==> src/rtl/core/mi3_pkg.sv <==
// Package for the 3x3 fixed-point matrix inverse core.
// Element widths, derived word widths and shared types; no dependencies.
`timescale 1ns / 1ps

package mi3_pkg;

   // Element format: signed, EW bits with FB fraction bits
   localparam int EW   = 16;
   localparam int FB   = 12;
   localparam int ROWW = 3 * EW;

   // Derived widths
   localparam int PW   = 2 * EW;           // element product
   localparam int CW   = PW + 1;           // cross product term
   localparam int DPW  = CW + EW;          // determinant partial product
   localparam int DETW = DPW + 2;          // determinant
   localparam int DW   = DETW;             // determinant magnitude
   localparam int NS   = 2 * FB;           // numerator scaling shift
   localparam int QB   = EW + 1;           // quotient bits kept
   localparam int NWID = (CW + NS > DW) ? CW + NS + QB : DW + QB;

   // Pipeline depths
   localparam int FRONT_LAT = 4;
   localparam int LANE_LAT  = QB + 2;
   localparam int TOTAL_LAT = FRONT_LAT + LANE_LAT + 1;

   // Saturation limits
   localparam logic [EW-1:0] ELEM_MAX = EW'(2 ** (EW - 1) - 1);
   localparam logic [EW-1:0] ELEM_MIN = EW'(2 ** (EW - 1));
   localparam logic [QB:0]   QPOS_MAX = (QB + 1)'(2 ** (EW - 1) - 1);
   localparam logic [QB:0]   QNEG_MAX = (QB + 1)'(2 ** (EW - 1));

   typedef logic signed [EW-1:0]   elem_type;
   typedef logic signed [PW-1:0]   prod_type;
   typedef logic signed [CW-1:0]   cross_type;
   typedef logic signed [DPW-1:0]  dprod_type;
   typedef logic signed [DETW-1:0] det_type;
   typedef logic [ROWW-1:0]        word_type;

   // Result of one divider lane
   typedef struct packed {
      logic [EW-1:0] code;
      logic          sat;
   } lane_out_type;

endpackage

==> src/rtl/core/mi3_merge.sv <==
// Merge stage: packs the nine lane results into rows and combines flags.
// Output register of the core; uses mi3_pkg.
`timescale 1ns / 1ps

module mi3_merge (
   input  logic                  clock,
   input  logic                  en,
   input  mi3_pkg::lane_out_type lane [0:8],
   input  logic                  zero,
   output mi3_pkg::word_type     row0,
   output mi3_pkg::word_type     row1,
   output mi3_pkg::word_type     row2,
   output logic                  singular,
   output logic                  saturated
);
   import mi3_pkg::*;

   word_type rows_in [0:2];
   word_type rows_ff [0:2];
   logic     sat_in;
   logic     sing_ff;
   logic     sat_ff;

   // Pack rows; a singular matrix forces zeros
   always_comb begin
      sat_in = 1'b0;
      for (int i = 0; i < 3; i++) begin
         for (int k = 0; k < 3; k++) begin
            rows_in[i][k*EW +: EW] = zero ? '0 : lane[i*3+k].code;
            sat_in = sat_in | lane[i*3+k].sat;
         end
      end
   end

   always_ff @(posedge clock) begin
      if (en) begin
         rows_ff <= rows_in;
         sing_ff <= zero;
         sat_ff  <= sat_in && !zero;
      end
   end

   assign row0      = rows_ff[0];
   assign row1      = rows_ff[1];
   assign row2      = rows_ff[2];
   assign singular  = sing_ff;
   assign saturated = sat_ff;

endmodule

==> config.mk <==
export PLATFORM = sky130hd
export DESIGN_NAME = mi3_merge
export DESIGN_NICKNAME = d
export VERILOG_FILES = /design/src/rtl/core/mi3_pkg.sv /design/src/rtl/core/mi3_merge.sv
export SDC_FILE = /design/constraint.sdc
export NUM_CORES = 1
export LEC_CHECK = 0
export ABC_AREA = 0
export BUFFER_PORTS_ARGS = -buffer_cell sky130_fd_sc_hd__buf_2
export CAP_MARGIN = 25
export CORE_UTILIZATION = 40
export CTS_CLUSTER_DIAMETER = 60
export DETAILED_ROUTE_END_ITERATION = 6
export GPL_ROUTABILITY_DRIVEN = 0
export HOLD_SLACK_MARGIN = 0.05
export PLACE_DENSITY_LB_ADDON = 0.2
export SYNTH_ARGS = -nofsm -noshare
export SYNTH_HDL_FRONTEND = slang
export SYNTH_SLANG_ARGS = --single-unit
==> constraint.sdc <==
create_clock -name clock -period 2.1 [get_ports clock]
set_input_delay 0.21 -clock clock [delete_from_list [all_inputs] [get_ports clock]]
set_output_delay 0.21 -clock clock [all_outputs]
set_load 0.02 [all_outputs]
# == Word-level counts from Yosys, hierarchy flattened ==
# Cells that the tools add are included.
# classes
bitwise_logic,8
n_reduce_logical,2
# ops
cell,n
OR 1 bit,8
logical AND 1 bit,1
zero test 1 bit,1
# totals
elab_cells,15
out_inout_bits,146
register_bits,146
in_bits,156

# == Depth between registers and ports, before layout ==
# depth
word_depth,9
mapped_depth,4
mapped_depth_nobuf,2

# == Least setup slack after synthesis ==
# OpenSTA, ideal clock, no wires.
# synth_timing
path_type,in2reg
from,input zero
to,register rows_ff (netlist bit row0[0]) (data pin)
setup_ps,254
cell_stages,4
slack_ps,1216
t_required_ps,1846
arrival_ps,630
path_buffers,3
cell_sequence,buf_6 buf_6 buf_6 nor2b_2
# synth_lines
element,line_no,text
"start, declared",mi3_merge.sv:9,"input logic zero,"
"end signal, assigned",mi3_merge.sv:37,rows_ff <= rows_in;
"end, declared",mi3_merge.sv:19,word_type rows_ff [0:2];
# No word-level cell between the ends.

# == Worst setup path in the final report ==
# layout_timing
from,register rows_ff (netlist bit row0[17])
to,output row0[17]
# layout_lines
element,line_no,text
"end, declared",mi3_merge.sv:10,"output mi3_pkg::word_type row0,"
# No word-level cell between the ends.

==> results by group <==
Detailed routing
  • First-pass detailed-route iteration total: 4
  • Vias: 3611
  • Total DRC errors in the routed layout: 0
  • Post-DRT Antenna Nets: 0
  • Routed via count divided by cell count: ~4.5
  • Routed wirelength normalized by instance count: 15.1 um
  • Post-Route WL: between 10000 and 15000 um
  • Iteration-0 DRC count of the detailed router: 117

Finish
  • Antenna cell count: 0
  • # nets final: 777
  • Summed area of non-filler cells in the final layout: around 7800 um2
  • # fillers: 1123
  • Share of cells above drive strength 1: 59.4%
  • Area growth syn-to-layout: 40.1%

Global routing
  • Overflow left after global routing: 0
  • Number of antenna violations at the first check in global routing: 0
  • Pin count of the biggest net entering global routing: 60
  • Number of global-route vias before repair: about 3600
  • Wire length of the first global-routing pass: between 15000 and 20000 um
  • Overall track demand over capacity in global routing: 17.2%

Critical path
  • Series of cell instances along the critical path: buf_2
  • Worst endpoint data arrival time: 0.98 ns
  • Setup CP Type: flop to output pin
  • Launching element type of the critical path: flop
  • Buffers and inverters on the worst path: 1
  • Kind of capture point of the worst setup path: output pin
  • Highest net fanout along the worst path: 1
  • CP Data Required Time: 1.89 ns
  • Cell with the largest stage delay on the worst path: edfxtp_1
  • Slowest cell delay on critical path: 0.39 ns
  • CP top delay family: flip-flops

Status
  • Outcome: complete, no violations

Timing
  • Final critical path time including I/O delays and setup: 1.19 ns
  • Setup-failing EPs final: 0
  • Final setup slack of the worst path: 0.914 ns
  • Highest Clock Rate: 843 MHz
  • Final period util: between 50% and 60%
  • Total Neg Setup Slack: 0 ns
  • Worst-case headroom to the max-slew limit: 69.5%
  • Hold Violations, Final: 0
  • Fin. max-slew vios: 0
  • Slew @ Worst Pin: about 0.46 ns
  • Unrepaired setup endpoints after global routing: false

CTS
  • Setup repair bufs after CTS: 0
  • Number of instances resized during post-cts repair: 0
  • TritonCTS sink count: 146
  • Number of buffers added by the clock tree synthesis step: 17
  • Root buffer cell: clkbuf_16
  • TritonCTS clock tree: done
  • Clock-pin transition on the worst setup and hold timing paths: 0.06 ns
  • Hold_buf cts: 0
  • Depth of the CTS H-tree: 4
  • Longest Clk Path Bufs: 2

Logic synthesis
  • Post-synthesis area per instance: about 18 um2
  • Net count after synthesis: 466
  • Number of synthesized register bits: 146
  • Number of standard cells after synthesis: just over 300
  • Post-synthesis cell type count: 9
  • Sequential share of the synthesized area: 79.2%
  • Synth warnings: 0
  • Synth Cell Area: 5540 um2

Pwr
  • Max VDD drop: slightly above 0.5 mV
  • Standby leakage power: 0.00325 uW
  • Pwr dens: slightly above 900 nW/um2

Floorplan
  • Core Box Area: approximately 13000 um2
  • Die span in y: 120 um
  • Die boundary width: between 100 and 150 um
  • Num ports: slightly above 300
  • Starting density of the core: 41.5%
  • Standard-cell rows: 42
  • Die outline area: 14300 um2

Place
  • Placement Setup Slack: 0.779 ns
  • HPWL after detailed placement: between 9000 and 10000 um
  • Input/output buffers: 301
  • Instance area after placement: between 7000 and 8000 um2

Worst hold path
  • Worst min path class: input pin to flop

Run
  • Max-capacitance violation count: 0
[where the power goes]
| part | internal [uW] | leakage, uW | switching, uW |
|---|---|---|---|
| logic | 347 | 0.00160 | 553 |
| clock network | 1580 | 0.000242 | 1050 |
| registers | 3470 | 0.00141 | 53.3 |
[flip-flops by register name (all words and copies together) (netlist names)]
name and cells:
row0 48, singular 1, row1 48, saturated 1, row2 48
[cell usage after synthesis (all sizes together)]
cell type | instances | share of area, %
buf | 16 | 2.2
nor2 | 1 | 0.068
a31oi | 1 | 0.11
nor4 | 1 | 0.11
nor2b | 144 | 18
nor3 | 1 | 0.090
edfxtp | 146 | 79
[cell type report]
| type | instances | area, um2 | share of cell area (%) |
|---|---|---|---|
| multi-input cells | 148 | 1030 | 13.3 |
| clock buffers | 20 | 437 | 5.63 |
| well taps | 176 | 220 | 2.84 |
| repair buffers | 308 | 1620 | 20.9 |
| flip-flops and latches | 146 | 4380 | 56.5 |
| clock inverters | 8 | 67.6 | 0.871 |
[placed cells by master, fill, tap and decap left out, drive strengths merged]
cell      netlist  final
nor3            1      1
bufinv          0      1
buf            16    308
clkinvlp        0      2
nor2b         144    144
nor2            1      1
nor4            1      1
edfxtp        146    146
a31oi           1      1
clkinv          0      5
clkbuf          0     20
[routing by layer]
layer  track usage (%)  up-vias  routed length [um]
li1                  -     1701                   -
met1              17.8     1653                4390
met2              29.0      227                6020
met3              7.65       30                1330
met4              9.69        0                 430
met5                 0        -                   0
[through the flow]
step	total power [uW]	util, %	hold slack (ns)	cells
2_1_floorplan	4050	-	0.309	310
3_3_place_gp	4470	54.3	0.497	778
3_5_place_dp	4490	54.3	0.502	778
4_1_cts	7130	58.1	0.0608	806
5_1_grt	7300	58.1	0.0640	806
6_report	7050	58.1	0.0848	806
[cells by family (layout without fill, tap and decap cells)]
kind of cell    after synthesis  count (layout)  share of synthesized area, %
compound gates                1               1                         0.113
buf+inv                      16             336                          2.24
flops                       146             146                          79.2
simple gates                147             147                          18.5
[final timing paths]
check	depth (start not counted)	to	start
max	1	row0[17]	row0[17]
min	2	row1[33]	lane[53]
No activity file was read; power rests on OpenSTA's default activity.
