==> src/rtl/core/mi3_pkg.sv <==
// Package for the 3x3 fixed-point matrix inverse core.
// Element widths, derived word widths and shared types; no dependencies.
`timescale 1ns / 1ps

package mi3_pkg;

   // Element format: signed, EW bits with FB fraction bits
   localparam int EW   = 16;
   localparam int FB   = 12;
   localparam int ROWW = 3 * EW;

   // Derived widths
   localparam int PW   = 2 * EW;           // element product
   localparam int CW   = PW + 1;           // cross product term
   localparam int DPW  = CW + EW;          // determinant partial product
   localparam int DETW = DPW + 2;          // determinant
   localparam int DW   = DETW;             // determinant magnitude
   localparam int NS   = 2 * FB;           // numerator scaling shift
   localparam int QB   = EW + 1;           // quotient bits kept
   localparam int NWID = (CW + NS > DW) ? CW + NS + QB : DW + QB;

   // Pipeline depths
   localparam int FRONT_LAT = 4;
   localparam int LANE_LAT  = QB + 2;
   localparam int TOTAL_LAT = FRONT_LAT + LANE_LAT + 1;

   // Saturation limits
   localparam logic [EW-1:0] ELEM_MAX = EW'(2 ** (EW - 1) - 1);
   localparam logic [EW-1:0] ELEM_MIN = EW'(2 ** (EW - 1));
   localparam logic [QB:0]   QPOS_MAX = (QB + 1)'(2 ** (EW - 1) - 1);
   localparam logic [QB:0]   QNEG_MAX = (QB + 1)'(2 ** (EW - 1));

   typedef logic signed [EW-1:0]   elem_type;
   typedef logic signed [PW-1:0]   prod_type;
   typedef logic signed [CW-1:0]   cross_type;
   typedef logic signed [DPW-1:0]  dprod_type;
   typedef logic signed [DETW-1:0] det_type;
   typedef logic [ROWW-1:0]        word_type;

   // Result of one divider lane
   typedef struct packed {
      logic [EW-1:0] code;
      logic          sat;
   } lane_out_type;

endpackage

==> src/rtl/core/mi3_div_lane.sv <==
// One divider lane: round(num * 2^NS / det), saturated to an element.
// Restoring division, one quotient bit per stage; uses mi3_pkg.
`timescale 1ns / 1ps

module mi3_div_lane (
   input  logic                  clock,
   input  logic                  en,
   input  mi3_pkg::cross_type    num,
   input  mi3_pkg::det_type      det,
   output mi3_pkg::lane_out_type res
);
   import mi3_pkg::*;

   logic [CW-1:0]   n_mag;
   logic [DW-1:0]   d_mag;
   logic [NWID-1:0] n_wide;
   logic [NWID-1:0] d_wide;

   logic [DW-1:0] rem_ff [0:QB];
   logic [QB-1:0] q_ff   [0:QB];
   logic [QB-1:0] lo_ff  [0:QB];
   logic [DW-1:0] d_ff   [0:QB];
   logic          neg_ff [0:QB];
   logic          ovf_ff [0:QB];
   logic          nz_ff  [0:QB];

   logic          rnd;
   logic [QB:0]   qr;
   logic [EW-1:0] qlo;
   logic          over;
   lane_out_type  res_in;
   lane_out_type  res_ff;

   // Magnitudes and scaled operands
   always_comb begin
      n_mag  = num[CW-1] ? CW'(-num) : CW'(num);
      d_mag  = det[DETW-1] ? DW'(-det) : DW'(det);
      n_wide = NWID'(n_mag) << NS;
      d_wide = NWID'(d_mag) << QB;
   end

   // Stage 0: setup; overflow when the quotient needs more than QB bits
   always_ff @(posedge clock) begin
      if (en) begin
         rem_ff[0] <= DW'(n_wide >> QB);
         lo_ff[0]  <= n_wide[QB-1:0];
         q_ff[0]   <= '0;
         d_ff[0]   <= d_mag;
         neg_ff[0] <= num[CW-1] ^ det[DETW-1];
         ovf_ff[0] <= n_wide >= d_wide;
         nz_ff[0]  <= n_mag != '0;
      end
   end

   // One quotient bit per stage
   for (genvar j = 1; j <= QB; j++) begin : g_step
      logic [DW:0] t;
      logic        take;
      assign t    = {rem_ff[j-1], lo_ff[j-1][QB-1]};
      assign take = t >= {1'b0, d_ff[j-1]};
      always_ff @(posedge clock) begin
         if (en) begin
            rem_ff[j] <= take ? DW'(t - {1'b0, d_ff[j-1]}) : DW'(t);
            q_ff[j]   <= {q_ff[j-1][QB-2:0], take};
            lo_ff[j]  <= lo_ff[j-1] << 1;
            d_ff[j]   <= d_ff[j-1];
            neg_ff[j] <= neg_ff[j-1];
            ovf_ff[j] <= ovf_ff[j-1];
            nz_ff[j]  <= nz_ff[j-1];
         end
      end
   end

   // Round to nearest, ties away, then clamp
   always_comb begin
      rnd  = {rem_ff[QB], 1'b0} >= {1'b0, d_ff[QB]};
      qr   = (QB + 1)'(q_ff[QB]) + (QB + 1)'(rnd);
      qlo  = qr[EW-1:0];
      over = ovf_ff[QB] || (neg_ff[QB] ? (qr > QNEG_MAX) : (qr > QPOS_MAX));
      if (!nz_ff[QB]) begin
         res_in.code = '0;
      end else if (over) begin
         res_in.code = neg_ff[QB] ? ELEM_MIN : ELEM_MAX;
      end else begin
         res_in.code = neg_ff[QB] ? EW'(-qlo) : qlo;
      end
      res_in.sat = nz_ff[QB] && over;
   end

   always_ff @(posedge clock) begin
      if (en) begin
         res_ff <= res_in;
      end
   end

   assign res = res_ff;

endmodule

==> config.mk <==
export PLATFORM = sky130hd
export DESIGN_NAME = mi3_div_lane
export DESIGN_NICKNAME = d
export VERILOG_FILES = /design/src/rtl/core/mi3_pkg.sv /design/src/rtl/core/mi3_div_lane.sv
export SDC_FILE = /design/constraint.sdc
export NUM_CORES = 2
export LEC_CHECK = 0
export BUFFER_PORTS_ARGS = -buffer_cell sky130_fd_sc_hd__buf_4
export CAP_MARGIN = 20
export CORE_UTILIZATION = 37
export DETAILED_ROUTE_END_ITERATION = 8
export PLACE_DENSITY = 0.51
export RECOVER_POWER = 25
export SETUP_SLACK_MARGIN = 0.05
export SYNTH_ARGS = -nofsm -noshare
export SYNTH_HDL_FRONTEND = slang
export SYNTH_SLANG_ARGS = --single-unit
==> constraint.sdc <==
create_clock -name clock -period 5.95 [get_ports clock]
set_input_delay 0.2975 -clock clock [delete_from_list [all_inputs] [get_ports clock]]
set_output_delay 0.2975 -clock clock [all_outputs]
set_load 0.05 [all_outputs]
==> Yosys cells after proc, flatten, opt, wreduce, memory -nomap -nowiden <==
Memory sizes are Yosys's and may differ from the RTL's.
Cells that the tools add are included.
Widths: inputs -> output; s select.
{ "op_classes": {"add_sub_neg": 21, "n_mul": 0, "div": 0, "n_lt_le_gt_ge": 21, "n_eq_ne": 0, "shift": 0, "n_mux": 25, "bitwise_logic": 1, "n_reduce_logical": 3} }
{ "op_table": {"columns": ["operator", "n"], "rows": [
  ["$ge 52x51->1", 18],
  ["$mux 51", 18],
  ["$sub 51x51->51", 17],
  ["$ge 57x68->1", 1],
  ["$neg 51->51", 1],
  ["$mux 16", 3],
  ["$mux 33", 1],
  ["$neg 33->33", 1],
  ["$reduce_bool 33->1", 1],
  ["$add 17x1->18", 1],
  ["$gt 18x15->1 const B", 1],
  ["$gt 18x16->1 const B", 1],
  ["$neg 16->16", 1],
  ["$mux 1", 3],
  ["$logic_and 1x1->1", 1],
  ["$logic_or 1x1->1", 1],
  ["$xor 1x1->1", 1]
]} }
{ "word_totals": {"register_bits": 17, "latchBits": 0, "mem_bits_rw": 2484, "mem_bits_ro": 0, "word_cells": 80, "mem_count": 7} }
{ "memory_table": {"columns": ["name", "depth", "word_bits", "read_ports", "rd_ports_with_merged_regs", "wr", "line", "text"], "rows": [
  ["d_ff", 18, 51, 18, 0, 18, "mi3_div_lane.sv:22", "logic [DW-1:0] d_ff [0:QB];"],
  ["rem_ff", 18, 51, 18, 0, 18, "mi3_div_lane.sv:19", "logic [DW-1:0] rem_ff [0:QB];"],
  ["q_ff", 18, 17, 18, 0, 18, "mi3_div_lane.sv:20", "logic [QB-1:0] q_ff [0:QB];"],
  ["lo_ff", 18, 16, 17, 0, 18, "mi3_div_lane.sv:21", "logic [QB-1:0] lo_ff [0:QB];"],
  ["neg_ff", 18, 1, 18, 0, 18, "mi3_div_lane.sv:23", "logic neg_ff [0:QB];"],
  ["nz_ff", 18, 1, 18, 0, 18, "mi3_div_lane.sv:25", "logic nz_ff [0:QB];"],
  ["1 more memories", null, null, null, null, null, null, null]
]} }

==> Depth between registers and ports, before layout <==
An unclocked memory read counts as a cell.
{ "logic_depth": {"word_depth": 7, "depth_mapped": 28, "depth_no_buf": 26} }

==> Least setup slack after synthesis <==
OpenSTA, ideal clock, no wires.
{ "synth_path": {"path_kind": "reg-to-reg", "from": "mem rem_ff[17][12] (netlist bit)", "to": "reg res_ff (netlist bit res[16]), data pin", "setup_time_ns": 0.270, "t_arrival_ns": 4.857, "slack_ns": 0.823, "stages_incl_launch_ff": 24, "n_path_buf": 2, "cell_sequence": "edfxtp_1 ha_1 a21o_1 a21o_1 a21o_1 a21o_1 a21o_1 a21o_1 a221oi_1 o311ai_0 a21oi_1 o31a_1 o31ai_1 ha_1 and4_1 nand4_1 mux2_2 o31ai_1 nand3_1 nor4_1 o21a_1 clkbuf_1 buf_1 a21oi_1"} }
{ "synth_rtl": {"columns": ["item", "line", "text"], "rows": [
  ["start: declaration", "mi3_div_lane.sv:19", null],
  ["end signal: assignment", "mi3_div_lane.sv:92", "res_ff <= res_in;"],
  ["end: declaration", "mi3_div_lane.sv:32", "lane_out_type res_ff;"]
]} }

==> impl_results.md <==
* Top_reg_cell synth: edfxtp_1
* First-pass GRT wire length at 533,000 um
* Final ANT Viol Nets at 0
* Root buf cell: clkbuf_16
* Final clock skew at 0.04299 ns
* Largest cells by area after synthesis: edfxtp_1, ha_1, a21oi_1
* Syn Std Cell Area at 124,600 um2
* EDFF count, synth at 2,042
* CTS Buffer Depth at 4
* Pint at 45,750 uW
* Placed instance area at 131,300 um2
* Max cap viols at 1
* Final Setup Violations at 0
* Status: complete, but fails checks
* Netlist cell types at 95
* WHS at 0.07822 ns
* Synthesized instance count at 11,980
* CP Buf/Inv Count at 7
* Nets@finish at 13,330
* Average size of a mapped cell at 10.40 um2
* Number of global-route vias before repair at 93,610
* Hold Path Class: in -> reg
* Most frequent CP cell: buf_4
* Initial antenna violation count at 13
* Die X at 582.2 um
* Initial core utilization at 0.3727
* CP peak stage delay at 0.46 ns
* Combinational share of power at 0.488
* Register area share after synthesis at 0.4923
* Row Count at 212
* R2R depth at 30
* Clock Latency Late Sink at 0.89 ns
* GR Util All Layers at 0.2021
* WHS Path Cells at 3
* WL per Instance at 20.78 um
* Most common library cells after synthesis: edfxtp_1, inv_1, a21oi_1
* H-tree Lvls at 5
* Top delay family on crit path: compound AO/OA/AOI/OAI gates
* Synth warnings at 0
* Worst Hold Launch: num[32]
* Relative max-transition margin at -0.6592
* RePlAce Congestion at 0.9685
* Num ports at 103
* Register share of total power at 0.311
* Detailed Route Iter0 Violations at 4,670
* Ys async rst share at 0
* Core area at 334,200 um2
* Reg clk slew, reported paths at 0.06 ns
* Final Hold Violating Endpoints at 0
* WL final at 351,700 um
* Max Freq at 0.1686 GHz
* Failing checks: capacitance limit, slew limit
* CP endpoint kind: flip-flop
* Die Area at 339,000 um2
* Synth area leader: edfxtp_1
* Drc violations at 0
* Die extent in y at 582.2 um
* Via count at 90,520
* Final Max Slew Viols at 57
* Unrepaired setup endpoints after global routing: true
* Pin slew with the least headroom to its limit at 2.489 ns
* Power density over cell area at 540.9 nW/um2
* Crit path DAT at 6.57 ns
* Synth top area share at 0.4923
* Initial DRT Pass Iterations at 6
* Placed insts at 16,270
* Tmin final at 5.932 ns
* Psw at 30,710 uW
* R2r startpoint: d_ff[17][5]
* Inserted Clock Buffers at 262
* Share of cells above drive strength 1 at 0.08302
* Setup CP Type: reg -> reg
* Total power at 76,460 uW
* Clock power share at 0.201
* Area delta synth->final at 13.50%
* Max stage delay cell, worst path: a221o_1
* Via density at 5.348
* Finished Layout Cells at 16,930
* Critical path required time at 6.59 ns
* Synth Register Bits at 2,042
* Final Instance Area at 141,400 um2
* CTS tree: done
* Crit. Startpoint: d_ff[17][5]
* Top-count cell post-synth: edfxtp_1
* Clk sink count at 2,042
* Instance count on the critical path at 30
* Top fanout value on the critical path at 6
* Largest net degree at the start of global routing at 185
* Post-DP HPWL at 276,600 um
* Pleak at 0.05778 uW
* Worst VDD drop at 265.6 uV
* Startpoint types: flip-flop
* Fin crit share at 0.9969
* Total gr overflow at 0
* Switching part of the total power at 0.4017
* Port bufs at 102
[layout make-up]
type	instances	area [um2]
diodes	47	117.6
clock buffers	323	7019
clock inverters	141	1186
fillers	31260	192900
inverters	1151	4320
multi-input cells	8387	57800
flip-flops and latches	2042	61320
well taps	4387	5489
repair buffers	447	4108
[kinds of logic (layout without fill, tap and decap cells)]
family / count (synthesis) / in the layout / share of synthesized area
buffers and inverters: 1551 / 2062 / 0.04684
other: 1 / 52 / 0.00003011
muxes: 267 / 267 / 0.02397
xor gates and xnor gates: 852 / 852 / 0.05991
adders and majority gates: 956 / 956 / 0.09700
DFF: 2042 / 2042 / 0.4923
AOI/OAI and AO/OA: 3471 / 3471 / 0.1729
and+or+nand+nor: 2836 / 2836 / 0.1071
[worst paths after layout]
check	endpoint	slack, ns
max	res[3]	0.02
min	rem_ff[0][15]	0.08
max reg2reg	res[3]	0.02
min reg2reg	q_ff[7][3]	0.41
[timing repair]
item | in CTS | in global routing
resized for setup | 25 | 36
buffers inserted | 9 | 6
hold buffers | 132 | 0
endpoints found under the setup margin | 17 | 17
endpoints found under the hold margin | 92 | 0
gates cloned | 1 | 1
pin swaps | 12 | 17
[metal layers]
layer	routed length, um	global-route usage	part of all wire
met5	0	0	0
met3	9303	0.01934	0.026
met4	30950	0.1592	0.088
met1	121700	0.1871	0.35
met2	189800	0.3996	0.54
[sequential cells by signal (all words and copies together) (netlist names)]
signal	cells
nz_ff	18
q_ff	153
d_ff	918
rem_ff	900
res	17
ovf_ff	18
neg_ff	18
[worst register-to-register path: cells and delay by family (launching register included)]
kind / cells / cell delay [ns]
compound gates: 13 / 2.73
buf+inv: 7 / 1.02
simple gates: 6 / 0.76
fa+ha+maj: 3 / 0.56
flops: 1 / 0.36
mux: 1 / 0.29
[cells in the final DEF (no fill, tap or decap), drive strengths merged, types with 28 or more instances in the layout]
cell type | netlist | final
buf | 33 | 310
or4 | 28 | 28
a41oi | 28 | 28
and3 | 74 | 74
nor2 | 703 | 703
nand2b | 114 | 114
o211ai | 48 | 48
a221oi | 29 | 29
xnor2 | 523 | 523
or3 | 50 | 50
a31oi | 101 | 101
and4 | 31 | 31
clkbuf | 367 | 328
and2 | 52 | 52
o21bai | 150 | 150
nor2b | 138 | 138
edfxtp | 2042 | 2042
a21oi | 1125 | 1125
or2 | 33 | 33
a21boi | 42 | 42
clkinv | 0 | 103
nand2 | 971 | 971
o21ai | 847 | 847
mux2 | 250 | 250
nor3 | 148 | 148
a211o | 29 | 29
inv | 1151 | 1163
diode | 0 | 47
o21a | 118 | 118
nand3 | 214 | 214
o31ai | 87 | 87
xor2 | 329 | 329
ha | 940 | 940
nor4 | 43 | 43
dlygate4sd3 | 0 | 132
a21o | 551 | 551
nand4 | 186 | 186
a211oi | 70 | 70
[through the flow]
step	utilization	setup TNS (ns)	setup slack (ns)
2_1_floorplan	-	0	0.8230
5_1_grt	0.4229	-2.242	-0.1794
6_report	0.4230	0	0.01845
3_5_place_dp	0.3929	-6.366	-0.5099
4_1_cts	0.4221	0	0.05073
3_3_place_gp	0.3929	-8.795	-0.6476
[power groups by stage]
stage	registers, uW	clock network (uW)	logic, uW
6_report	23800	15400	37300
5_1_grt	24100	16300	41000
4_1_cts	23800	15900	37200
3_5_place_dp	24100	0	36800
3_3_place_gp	24100	0	36600
2_1_floorplan	22800	0	26400
Power figures use the tool's default switching activity.
